--- src/rtl/jbt_pkg.sv ---
// ----------------------------------------------------------------------------
// jbt_pkg
// Types, codes and keyword tables shared by the JSON byte tokenizer.
// ----------------------------------------------------------------------------
package jbt_pkg;

    // Token kinds on the result channel
    typedef enum logic [3:0] {
        TK_LBRACE   = 4'd0,
        TK_RBRACE   = 4'd1,
        TK_LBRACKET = 4'd2,
        TK_RBRACKET = 4'd3,
        TK_STRING   = 4'd4,
        TK_NUMBER   = 4'd5,
        TK_TRUE     = 4'd6,
        TK_FALSE    = 4'd7,
        TK_NULL     = 4'd8,
        TK_END      = 4'd9,
        TK_ERROR    = 4'd10
    } token_kind_t;

    // Scanner modes
    typedef enum logic [2:0] {
        MODE_IDLE    = 3'd0,
        MODE_STRING  = 3'd1,
        MODE_NUMBER  = 3'd2,
        MODE_KEYWORD = 3'd3,
        MODE_DROP    = 3'd4
    } scan_mode_t;

    // Keyword selector
    typedef enum logic [1:0] {
        KW_TRUE  = 2'd0,
        KW_FALSE = 2'd1,
        KW_NULL  = 2'd2
    } kw_sel_t;

    // Character constants
    localparam logic [7:0] CH_SPACE    = 8'h20;
    localparam logic [7:0] CH_TAB      = 8'h09;
    localparam logic [7:0] CH_CR       = 8'h0D;
    localparam logic [7:0] CH_COMMA    = 8'h2C;
    localparam logic [7:0] CH_COLON    = 8'h3A;
    localparam logic [7:0] CH_LBRACE   = 8'h7B;
    localparam logic [7:0] CH_RBRACE   = 8'h7D;
    localparam logic [7:0] CH_LBRACKET = 8'h5B;
    localparam logic [7:0] CH_RBRACKET = 8'h5D;
    localparam logic [7:0] CH_QUOTE    = 8'h22;
    localparam logic [7:0] CH_MINUS    = 8'h2D;
    localparam logic [7:0] CH_DOT      = 8'h2E;
    localparam logic [7:0] CH_ZERO     = 8'h30;
    localparam logic [7:0] CH_NINE     = 8'h39;
    localparam logic [7:0] CH_T        = 8'h74;
    localparam logic [7:0] CH_F        = 8'h66;
    localparam logic [7:0] CH_N        = 8'h6E;

    localparam int unsigned MAX_RESULTS = 3;

    // One input transaction
    typedef struct packed {
        logic [7:0] text_byte;
        logic       final_byte;
    } in_item_t;

    // One result transaction
    typedef struct packed {
        token_kind_t token_kind;
        logic [7:0]  content_byte;
        logic        has_content;
        logic        token_done;
        logic        run_last;
    } token_t;

    // Results produced by one byte, core to buffer
    typedef struct packed {
        logic [1:0]                   cnt;
        token_t [MAX_RESULTS-1:0]     ent;
    } res_set_t;

    // Keyword spelling, indexed by selector and position
    function automatic logic [7:0] kw_char(input logic [1:0] w, input logic [2:0] i);
        logic [7:0] c;
        c = 8'h00;
        case (w)
            KW_TRUE:
                case (i)
                    3'd0:    c = 8'h74;
                    3'd1:    c = 8'h72;
                    3'd2:    c = 8'h75;
                    3'd3:    c = 8'h65;
                    default: c = 8'h00;
                endcase
            KW_FALSE:
                case (i)
                    3'd0:    c = 8'h66;
                    3'd1:    c = 8'h61;
                    3'd2:    c = 8'h6C;
                    3'd3:    c = 8'h73;
                    3'd4:    c = 8'h65;
                    default: c = 8'h00;
                endcase
            default:
                case (i)
                    3'd0:    c = 8'h6E;
                    3'd1:    c = 8'h75;
                    3'd2:    c = 8'h6C;
                    3'd3:    c = 8'h6C;
                    default: c = 8'h00;
                endcase
        endcase
        return c;
    endfunction

    function automatic logic [2:0] kw_len(input logic [1:0] w);
        logic [2:0] n;
        case (w)
            KW_FALSE: n = 3'd5;
            default:  n = 3'd4;
        endcase
        return n;
    endfunction

    function automatic token_t mk_tok(input token_kind_t kind, input logic [7:0] b,
                                      input logic has, input logic done);
        token_t t;
        t.token_kind   = kind;
        t.content_byte = has ? b : 8'h00;
        t.has_content  = has;
        t.token_done   = done;
        t.run_last     = 1'b0;
        return t;
    endfunction

endpackage

--- src/rtl/jbt_stream_if.sv ---
// ----------------------------------------------------------------------------
// jbt_stream_if
// Valid/ready stream channel carrying one payload per transaction.
// ----------------------------------------------------------------------------
interface jbt_stream_if #(
    parameter type payload_t = logic
) ();
    logic     valid;
    logic     ready;
    payload_t data;

    modport source (output valid, output data, input ready);
    modport sink   (input valid, input data, output ready);
endinterface

--- src/rtl/json_byte_tokenizer_unit.sv ---
// ----------------------------------------------------------------------------
// json_byte_tokenizer_unit
// Streaming JSON lexer: bytes in, token results out.
// ----------------------------------------------------------------------------
// The unit takes one byte per cycle while results are taken. A byte's first
// result is offered once it has passed the input register and the result
// buffer; further results follow one per cycle while the output is ready.
// While results are taken, a byte that produces no result or one result
// leaves the input open every cycle; a byte that produces two or three
// results (a number closed by the next token, or a token on the final byte
// followed by the end token) holds the input until its last result is
// taken, since the buffer hands out one result per transaction. Each result
// of a byte carries run_last on the last one; after an error the rest of the
// document up to and including its final byte is consumed without results.
module json_byte_tokenizer_unit
    import jbt_pkg::*;
(
    input  logic        clk,
    input  logic        rst_n,
    jbt_stream_if.sink   text_in,
    jbt_stream_if.source token_out
);

    res_set_t res;
    logic     load;
    logic     load_ok;
    in_item_t in_item;
    token_t   out_item;

    assign in_item        = text_in.data;
    assign token_out.data = out_item;

    // Lexing stage
    jbt_core u_core (
        .clk      (clk),
        .rst_n    (rst_n),
        .in_valid (text_in.valid),
        .in_ready (text_in.ready),
        .in_data  (in_item),
        .load_ok  (load_ok),
        .load     (load),
        .res      (res)
    );

    // Result buffer
    jbt_result_buf u_buf (
        .clk       (clk),
        .rst_n     (rst_n),
        .load      (load),
        .res       (res),
        .load_ok   (load_ok),
        .out_valid (token_out.valid),
        .out_ready (token_out.ready),
        .out_data  (out_item)
    );

endmodule

--- src/rtl/jbt_core.sv ---
// ----------------------------------------------------------------------------
// jbt_core
// Input register, scanner state and the single-pass lexing logic that turns
// one byte into up to three results.
// ----------------------------------------------------------------------------
module jbt_core
    import jbt_pkg::*;
(
    input  logic           clk,
    input  logic           rst_n,
    input  logic           in_valid,
    output logic           in_ready,
    input  in_item_t       in_data,
    input  logic           load_ok,
    output logic           load,
    output res_set_t       res
);

    logic       v_reg;
    in_item_t   item_reg;
    scan_mode_t scan_mode_reg, scan_mode_next;
    logic [1:0] kw_which_reg, kw_which_next;
    logic [2:0] kw_index_reg, kw_index_next;

    // Item moves on when the buffer can take its results
    assign load     = v_reg && load_ok;
    assign in_ready = !v_reg || load_ok;

    // Input register
    always_ff @(posedge clk or negedge rst_n)
    begin
        if (!rst_n)
        begin
            v_reg <= 1'b0;
        end
        else if (in_ready)
        begin
            v_reg <= in_valid;
        end
    end

    always_ff @(posedge clk)
    begin
        if (in_ready && in_valid)
        begin
            item_reg <= in_data;
        end
    end

    // Scanner state
    always_ff @(posedge clk or negedge rst_n)
    begin
        if (!rst_n)
        begin
            scan_mode_reg <= MODE_IDLE;
            kw_which_reg  <= 2'd0;
            kw_index_reg  <= 3'd0;
        end
        else if (load)
        begin
            scan_mode_reg <= scan_mode_next;
            kw_which_reg  <= kw_which_next;
            kw_index_reg  <= kw_index_next;
        end
    end

    // Lexing logic
    always_comb
    begin
        logic [7:0] b;
        logic       fin;
        logic       sp, dig;
        // idle-byte handling
        logic       i_v, i_ok, i_kw;
        token_t     i_tok;
        scan_mode_t i_mode;
        logic [1:0] i_which;
        // keyword match
        logic [1:0] w;
        logic [2:0] len, idx, idx1;
        token_kind_t kw_kind;
        // result slots
        logic       a_v, b_v, c_v, ok, drop;
        token_t     a_tok, b_tok, c_tok;

        b   = item_reg.text_byte;
        fin = item_reg.final_byte;
        sp  = (b == CH_SPACE) || (b >= CH_TAB && b <= CH_CR);
        dig = (b >= CH_ZERO) && (b <= CH_NINE);

        // byte as seen with no token open
        i_v     = 1'b0;
        i_ok    = 1'b1;
        i_kw    = 1'b0;
        i_tok   = mk_tok(TK_ERROR, 8'h00, 1'b0, 1'b1);
        i_mode  = MODE_IDLE;
        i_which = KW_NULL;
        if (sp || b == CH_COMMA || b == CH_COLON)
        begin
            i_v = 1'b0;
        end
        else if (b == CH_LBRACE)
        begin
            i_v   = 1'b1;
            i_tok = mk_tok(TK_LBRACE, 8'h00, 1'b0, 1'b1);
        end
        else if (b == CH_RBRACE)
        begin
            i_v   = 1'b1;
            i_tok = mk_tok(TK_RBRACE, 8'h00, 1'b0, 1'b1);
        end
        else if (b == CH_LBRACKET)
        begin
            i_v   = 1'b1;
            i_tok = mk_tok(TK_LBRACKET, 8'h00, 1'b0, 1'b1);
        end
        else if (b == CH_RBRACKET)
        begin
            i_v   = 1'b1;
            i_tok = mk_tok(TK_RBRACKET, 8'h00, 1'b0, 1'b1);
        end
        else if (b == CH_QUOTE)
        begin
            i_v    = fin;
            i_tok  = mk_tok(TK_STRING, 8'h00, 1'b0, 1'b1);
            i_mode = fin ? MODE_IDLE : MODE_STRING;
        end
        else if (dig || b == CH_MINUS)
        begin
            i_v    = 1'b1;
            i_tok  = mk_tok(TK_NUMBER, b, 1'b1, fin);
            i_mode = fin ? MODE_IDLE : MODE_NUMBER;
        end
        else if (b == CH_T || b == CH_F || b == CH_N)
        begin
            if (fin)
            begin
                i_v  = 1'b1;
                i_ok = 1'b0;
            end
            else
            begin
                i_kw    = 1'b1;
                i_mode  = MODE_KEYWORD;
                i_which = (b == CH_T) ? KW_TRUE : ((b == CH_F) ? KW_FALSE : KW_NULL);
            end
        end
        else
        begin
            i_v  = 1'b1;
            i_ok = 1'b0;
        end

        // keyword position, clamped into the spelling
        w    = (kw_which_reg > KW_NULL) ? KW_NULL : kw_which_reg;
        len  = kw_len(w);
        idx  = (kw_index_reg >= len) ? (len - 3'd1) : kw_index_reg;
        idx1 = idx + 3'd1;
        case (w)
            KW_TRUE:  kw_kind = TK_TRUE;
            KW_FALSE: kw_kind = TK_FALSE;
            default:  kw_kind = TK_NULL;
        endcase

        a_v   = 1'b0;
        b_v   = 1'b0;
        c_v   = 1'b0;
        a_tok = i_tok;
        b_tok = i_tok;
        c_tok = mk_tok(TK_END, 8'h00, 1'b0, 1'b1);
        ok    = 1'b1;
        drop  = 1'b0;
        scan_mode_next = MODE_IDLE;
        kw_which_next  = kw_which_reg;
        kw_index_next  = kw_index_reg;

        case (scan_mode_reg)
            MODE_DROP:
            begin
                drop           = 1'b1;
                scan_mode_next = fin ? MODE_IDLE : MODE_DROP;
            end
            MODE_STRING:
            begin
                a_v = 1'b1;
                if (b == CH_QUOTE)
                begin
                    a_tok = mk_tok(TK_STRING, 8'h00, 1'b0, 1'b1);
                end
                else
                begin
                    a_tok          = mk_tok(TK_STRING, b, 1'b1, fin);
                    scan_mode_next = fin ? MODE_IDLE : MODE_STRING;
                end
            end
            MODE_NUMBER:
            begin
                a_v = 1'b1;
                if (dig || b == CH_DOT)
                begin
                    a_tok          = mk_tok(TK_NUMBER, b, 1'b1, fin);
                    scan_mode_next = fin ? MODE_IDLE : MODE_NUMBER;
                end
                else
                begin
                    // close the number, then treat the byte afresh
                    a_tok          = mk_tok(TK_NUMBER, 8'h00, 1'b0, 1'b1);
                    b_v            = i_v;
                    b_tok          = i_tok;
                    ok             = i_ok;
                    scan_mode_next = i_mode;
                    if (i_kw)
                    begin
                        kw_which_next = i_which;
                        kw_index_next = 3'd1;
                    end
                end
            end
            MODE_KEYWORD:
            begin
                if (b == kw_char(w, idx))
                begin
                    if (idx1 == len)
                    begin
                        a_v           = 1'b1;
                        a_tok         = mk_tok(kw_kind, 8'h00, 1'b0, 1'b1);
                        kw_index_next = 3'd0;
                    end
                    else if (fin)
                    begin
                        a_v   = 1'b1;
                        a_tok = mk_tok(TK_ERROR, 8'h00, 1'b0, 1'b1);
                        ok    = 1'b0;
                    end
                    else
                    begin
                        kw_index_next  = idx1;
                        scan_mode_next = MODE_KEYWORD;
                    end
                end
                else
                begin
                    a_v   = 1'b1;
                    a_tok = mk_tok(TK_ERROR, 8'h00, 1'b0, 1'b1);
                    ok    = 1'b0;
                end
            end
            default:
            begin
                a_v            = i_v;
                a_tok          = i_tok;
                ok             = i_ok;
                scan_mode_next = i_mode;
                if (i_kw)
                begin
                    kw_which_next = i_which;
                    kw_index_next = 3'd1;
                end
            end
        endcase

        // error drops the document, the final byte closes it
        if (!drop)
        begin
            if (!ok)
            begin
                scan_mode_next = fin ? MODE_IDLE : MODE_DROP;
                kw_index_next  = 3'd0;
            end
            else if (fin)
            begin
                c_v            = 1'b1;
                scan_mode_next = MODE_IDLE;
            end
        end

        // pack slots in order; the second slot is only used after the first
        res.cnt    = {1'b0, a_v} + {1'b0, b_v} + {1'b0, c_v};
        res.ent[0] = a_v ? a_tok : c_tok;
        res.ent[1] = b_v ? b_tok : c_tok;
        res.ent[2] = c_tok;
        res.ent[0].run_last = (res.cnt == 2'd1);
        res.ent[1].run_last = (res.cnt == 2'd2);
        res.ent[2].run_last = (res.cnt == 2'd3);
    end

`ifndef ASSERT_OFF
    // A keyword in progress has matched its first byte and not the whole word
    a_kw_index: assert property (@(posedge clk) disable iff (!rst_n)
        (scan_mode_reg == MODE_KEYWORD) |-> (kw_index_reg >= 3'd1 && kw_index_reg <= 3'd4))
        else $error("keyword index out of range");

    // The final byte always leaves the scanner idle
    a_fin_idle: assert property (@(posedge clk) disable iff (!rst_n)
        (load && item_reg.final_byte) |=> (scan_mode_reg == MODE_IDLE))
        else $error("scanner not idle after final byte");

    // Bytes dropped after an error produce nothing
    a_drop_quiet: assert property (@(posedge clk) disable iff (!rst_n)
        (load && scan_mode_reg == MODE_DROP) |-> (res.cnt == 2'd0))
        else $error("result while dropping");
`endif

endmodule

--- src/rtl/jbt_result_buf.sv ---
// ----------------------------------------------------------------------------
// jbt_result_buf
// Holds the results of one byte and hands them out one per transaction.
// ----------------------------------------------------------------------------
module jbt_result_buf
    import jbt_pkg::*;
(
    input  logic     clk,
    input  logic     rst_n,
    input  logic     load,
    input  res_set_t res,
    output logic     load_ok,
    output logic     out_valid,
    input  logic     out_ready,
    output token_t   out_data
);

    token_t [2:0] ent_reg;
    logic   [1:0] cnt_reg, cnt_next;
    logic   [1:0] rd_reg, rd_next;
    logic         take;

    assign out_valid = (rd_reg < cnt_reg);
    assign take      = out_valid && out_ready;
    // empty, or the last pending result leaves this cycle
    assign load_ok   = (rd_reg == cnt_reg) || (take && (rd_reg + 2'd1 == cnt_reg));

    // Read pointer and fill
    always_comb
    begin
        cnt_next = cnt_reg;
        rd_next  = rd_reg;
        if (load)
        begin
            cnt_next = res.cnt;
            rd_next  = 2'd0;
        end
        else if (take)
        begin
            rd_next = rd_reg + 2'd1;
        end
    end

    always_ff @(posedge clk or negedge rst_n)
    begin
        if (!rst_n)
        begin
            cnt_reg <= 2'd0;
            rd_reg  <= 2'd0;
        end
        else
        begin
            cnt_reg <= cnt_next;
            rd_reg  <= rd_next;
        end
    end

    always_ff @(posedge clk)
    begin
        if (load)
        begin
            ent_reg <= res.ent;
        end
    end

    // Output select
    always_comb
    begin
        case (rd_reg)
            2'd0:    out_data = ent_reg[0];
            2'd1:    out_data = ent_reg[1];
            default: out_data = ent_reg[2];
        endcase
    end

`ifndef ASSERT_OFF
    // Read pointer never passes the fill
    a_rd_bound: assert property (@(posedge clk) disable iff (!rst_n)
        rd_reg <= cnt_reg)
        else $error("read pointer beyond fill");

    // The flag on the last result of a byte matches the pointer
    a_run_last: assert property (@(posedge clk) disable iff (!rst_n)
        out_valid |-> (out_data.run_last == ({1'b0, rd_reg} + 3'd1 == {1'b0, cnt_reg})))
        else $error("run_last misplaced");

    // A non-empty load is offered in the next cycle
    a_load_show: assert property (@(posedge clk) disable iff (!rst_n)
        (load && res.cnt != 2'd0) |=> out_valid)
        else $error("loaded results not offered");
`endif

endmodule

--- src/flat_wrapper.sv ---
// flat-port wrapper written by rule: the top's interface ports become plain ports
module json_byte_tokenizer_unit_flat import jbt_pkg::*;
  (clk, rst_n, text_in_valid, text_in_data, text_in_ready, token_out_valid, token_out_data, token_out_ready);
  jbt_stream_if #(.payload_t(in_item_t)) text_in_i ();
  jbt_stream_if #(.payload_t(token_t)) token_out_i ();
  input  logic clk;
  input  logic rst_n;
  input wire logic [$bits(text_in_i.valid)-1:0] text_in_valid;
  input wire logic [$bits(text_in_i.data)-1:0] text_in_data;
  output wire logic [$bits(text_in_i.ready)-1:0] text_in_ready;
  output wire logic [$bits(token_out_i.valid)-1:0] token_out_valid;
  output wire logic [$bits(token_out_i.data)-1:0] token_out_data;
  input wire logic [$bits(token_out_i.ready)-1:0] token_out_ready;
  assign text_in_i.valid = text_in_valid;
  assign text_in_i.data = text_in_data;
  assign text_in_ready = text_in_i.ready;
  assign token_out_valid = token_out_i.valid;
  assign token_out_data = token_out_i.data;
  assign token_out_i.ready = token_out_ready;
  json_byte_tokenizer_unit u_core (.clk(clk), .rst_n(rst_n), .text_in(text_in_i), .token_out(token_out_i));
endmodule
--- config.mk ---
export PLATFORM = sky130hd
export DESIGN_NAME = json_byte_tokenizer_unit_flat
export DESIGN_NICKNAME = d
export VERILOG_FILES = /design/src/rtl/jbt_pkg.sv /design/src/rtl/jbt_stream_if.sv /design/src/rtl/json_byte_tokenizer_unit.sv /design/src/rtl/jbt_core.sv /design/src/rtl/jbt_result_buf.sv /design/src/flat_wrapper.sv
export SDC_FILE = /design/constraint.sdc
export NUM_CORES = 1
export LEC_CHECK = 0
export ABC_AREA = 0
export BUFFER_PORTS_ARGS = -buffer_cell sky130_fd_sc_hd__buf_2
export CORE_ASPECT_RATIO = 1.5
export CORE_MARGIN = 1
export CORE_UTILIZATION = 35
export CTS_BUF_LIST = sky130_fd_sc_hd__clkbuf_8
export DETAILED_ROUTE_END_ITERATION = 7
export PLACE_DENSITY = 0.59
export SLEW_MARGIN = 20
export SYNTH_ARGS = -nofsm -noshare
export SYNTH_HDL_FRONTEND = slang
export SYNTH_SLANG_ARGS = --single-unit
--- constraint.sdc ---
create_clock -name clk -period 4 [get_ports clk]
set_input_delay 0.8 -clock clk [delete_from_list [all_inputs] [get_ports clk]]
set_output_delay 0.8 -clock clk [all_outputs]
set_load 0.02 [all_outputs]
==> load_flow_metrics.sql <==
INSERT INTO impl_metrics (metric_group, metric, value, unit) VALUES
('sta', 'final_slew_violations', '0', ''),
('logic_synthesis', 'postSynthCellCount', '370', ''),
('worst_setup_path', 'crit_path_start_kind', 'register', ''),
('worst_setup_path', 'r2r_end', 'u_core.u_buf.ent_reg[0]$_DFFE_PP_', ''),
('power_and_ir_drop', 'cell_internal_pwr', '1.64', 'mW'),
('power_and_ir_drop', 'vdd.ir_drop.worst', '0.433', 'mV'),
('placement', 'placedInstanceArea', '0.00373', 'mm^2'),
('floorplanning', 'placementRows', '44', ''),
('job', 'max_cap_viol_count', '0', ''),
('finish', 'instances_no_fill', '510', ''),
('floorplanning', 'core', '0.00969', 'mm^2'),
('finish', 'fin_nets', '417', ''),
('sta', 'slew-limit-headroom', '52.4', '%'),
('floorplanning', 'io_count', '30', ''),
('sta', 'final_min_period_over_clock_period', '93.8', '%'),
('placement', 'post-dp-hpwl', '6250', 'um'),
('clock_tree', 'clk_latency', '0.32', 'ns'),
('sta', 'finClkSkew', '0.0112', 'ns'),
('clock_tree', 'cts.root.buffer_cell', 'sky130_fd_sc_hd__clkbuf_8', ''),
('power_and_ir_drop', 'clockPowerShare', '12.3', '%'),
('clock_tree', 'cts-htree-levels', '2', ''),
('sta', 'setup_viol', '0', ''),
('grt', 'groute.usage.overall', '16.6', '%'),
('finish', 'largest_reg_flops', '31', ''),
('grt', 'wire_length_of_the_first_global_routing_pass', '13500', 'um'),
('sta', 'tightestPinTransition', '0.706', 'ns'),
('grt', 'pin_count_of_the_biggest_net_entering_global_routing', '38', ''),
('logic_synthesis', 'most_frequently_used_flop_master_after_synthesis', 'sky130_fd_sc_hd__edfxtp_1', ''),
('sta', 'timing.fmax', '0.267', 'GHz'),
('grt', 'number_of_antenna_violations_at_the_first_check_in_global_routing', '0', ''),
('logic_synthesis', 'post_synth_most_frequent_cells', 'sky130_fd_sc_hd__nand2_1, sky130_fd_sc_hd__edfxtp_1, sky130_fd_sc_hd__nor2_1, sky130_fd_sc_hd__o21ai_0, sky130_fd_sc_hd__a21oi_1', ''),
('clock_tree', 'cts_tree', 'yes', ''),
('logic_synthesis', 'post_synth_xor_area_fraction', '1.51', '%'),
('worst_setup_path', 'crit_path_end_kind', 'register', ''),
('outcome', 'outcome', 'complete, no violations', ''),
('logic_synthesis', 'synth.ff_latch_count', '53', ''),
('logic_synthesis', 'synth-compound-area-share', '19.7', '%'),
('logic_synthesis', 'synth_edf_count', '40', ''),
('power_and_ir_drop', 'power_frac_comb', '50.7', '%'),
('power_and_ir_drop', 'static-leakage-power', '1.49', 'nW'),
('drt', 'ant_nets', '0', ''),
('clock_tree', 'clock_transition_at_the_registers_of_the_reported_paths', '0.10', 'ns'),
('clock_tree', 'cts_post_setup_buffers_inserted', '0', ''),
('clock_tree', 'count_of_hold_buffers_inserted_by_post_cts_repair', '0', ''),
('worst_setup_path', 'worst-r2r-cell-count', '13', ''),
('finish', 'flow.area_growth_from_synthesis', '11.1', '%'),
('placement', 'finalWeightedCongestion', '1.01', ''),
('finish', 'finalInstanceArea', '0.00386', 'mm^2'),
('clock_tree', 'cts-buffers-inserted', '5', ''),
('drt', 'dr.pass1.iters', '6', ''),
('placement', 'numPlacedInstances', '502', ''),
('grt', 'globalRoute.totalOverflow', '0', ''),
('sta', 'final.min_clock_period', '3.75', 'ns'),
('logic_synthesis', 'post_synthesis_share_of_cell_area_spent_on_full_adders_half_adders_and_majority_gates', '4.10', '%'),
('drt', 'viasPerCell', '5.59', ''),
('worst_setup_path', 'crit_fanout', '11', ''),
('logic_synthesis', 'synth_top_family_by_area', 'simple AND/OR/NAND/NOR gates', ''),
('floorplanning', 'dieWidth', '83.4', 'um'),
('power_and_ir_drop', 'net-switching-power', '1.37', 'mW'),
('logic_synthesis', 'avg_cell_area_syn', '9.40', 'um^2'),
('power_and_ir_drop', 'swShare', '45.4', '%'),
('logic_synthesis', 'share_of_synthesized_registers_carrying_an_async_set_or_reset', '24.5', '%'),
('sta', 'finalWorstSetupSlack', '0.250', 'ns'),
('worst_setup_path', 'required', '4.08', 'ns'),
('logic_synthesis', 'post_synth_mux_area_share', '0.612', '%'),
('drt', 'drc', '0', ''),
('grt', 'grt_pass1_vias', '2685', ''),
('floorplanning', 'initial_core_util', '35.9', '%'),
('worst_setup_path', 'worstReg2RegStart', 'u_core.u_core.kw_which_reg[0]$_DFFE_PN0P_', ''),
('placement', 'numPortBuffers', '29', ''),
('power_and_ir_drop', 'seq_power_share', '37.0', '%');
## kinds of logic (layout without fill, tap and decap cells)
| family | count (synthesis) | after routing |
|---|---|---|
| compound gates | 99 | 99 |
| xor+xnor | 6 | 6 |
| fa+ha+maj | 11 | 11 |
| buf+inv | 38 | 60 |
| flops | 53 | 53 |
| mux | 2 | 2 |
| other cells | 1 | 4 |
| simple gates | 160 | 160 |
## cells in the final DEF (no fill, tap or decap), drive strengths merged, types with 4 or more instances in the layout
cell type	Yosys	layout
dfrtp	13	13
o21ai	27	27
nor3	14	14
nand2	42	42
o31ai	7	7
nand3	5	5
nor2	34	34
o211ai	4	4
and2	11	11
a21oi	16	16
buf	11	35
a21o	4	4
a22o	11	11
conb	1	4
clkbuf	10	5
inv	16	17
edfxtp	40	40
and3	4	4
nor2b	12	12
nand2b	9	9
nor3b	5	5
xnor2	5	5
ha	9	9
## stage by stage
step           total power, mW  hold WS (ns)
6_report                  3.01         0.358
5_1_grt                   3.23         0.387
4_1_cts                   3.02         0.382
3_5_place_dp              2.64         0.488
3_3_place_gp              2.62         0.483
2_1_floorplan             2.22         0.452
## worst min-delay path by stage
stage	start	end	slack (ns)	depth (start not counted)
finish	rst_n	u_core.u_core.kw_which_reg[0]$_DFFE_PN0P_	0.36	1
global route	rst_n	u_core.u_core.kw_which_reg[0]$_DFFE_PN0P_	0.39	1
CTS	rst_n	u_core.u_core.kw_which_reg[0]$_DFFE_PN0P_	0.38	1
detailed placement	u_core.u_buf.cnt_reg[0]$_DFFE_PN0P_	u_core.u_buf.cnt_reg[0]$_DFFE_PN0P_	0.49	2
global placement	u_core.u_buf.cnt_reg[0]$_DFFE_PN0P_	u_core.u_buf.cnt_reg[0]$_DFFE_PN0P_	0.48	2
floorplan	u_core.u_buf.cnt_reg[0]$_DFFE_PN0P_	u_core.u_buf.cnt_reg[0]$_DFFE_PN0P_	0.45	2
## cell type report
class | instances | area (um^2) | share of cell area, %
multi-input combinational | 282 | 1820 | 47.2
sequential | 53 | 1530 | 39.6
timing repair buffer | 35 | 190 | 4.92
tap | 115 | 144 | 3.72
clock buffer | 5 | 68.8 | 1.78
inverter | 17 | 63.8 | 1.65
clock inverter | 3 | 42.5 | 1.10
## critical path: stages (launching register included)
cell and delay [ns]:
sky130_fd_sc_hd__dfrtp_2 0.48, sky130_fd_sc_hd__nor2b_4 0.17, sky130_fd_sc_hd__a21oi_2 0.19, sky130_fd_sc_hd__inv_1 0.11, sky130_fd_sc_hd__ha_1 0.27, sky130_fd_sc_hd__nor4bb_1 0.38, sky130_fd_sc_hd__o21ai_0 0.13, sky130_fd_sc_hd__o211ai_1 0.18
sky130_fd_sc_hd__nand4bb_1 0.26, sky130_fd_sc_hd__o31ai_2 0.33, sky130_fd_sc_hd__and2_1 0.20, sky130_fd_sc_hd__and3_1 0.19, sky130_fd_sc_hd__fa_1 0.46, sky130_fd_sc_hd__nor2b_1 0.15
## power by group through the flow
stage	sequential (mW)	clock [mW]	combinational (mW)
after floorplan	0.994	0	1.23
after global placement	1.11	0	1.50
after detailed placement	1.12	0	1.52
after CTS	1.11	0.377	1.53
after global routing	1.14	0.394	1.69
final	1.11	0.369	1.53
## timing repair
action	CTS	global route
hold endpoints to repair	0	0
resized for setup	0	8
endpoints found under the setup margin	0	5
## per-layer routing
layer,share of wire [%],vias up,GRT usage [%]
li1,-,1402,-
met1,40,1338,17.7
met2,52,86,30.7
met3,3.3,23,2.45
met4,4.9,0,10.6
met5,0,-,0
(Power assumes the default switching activity.)
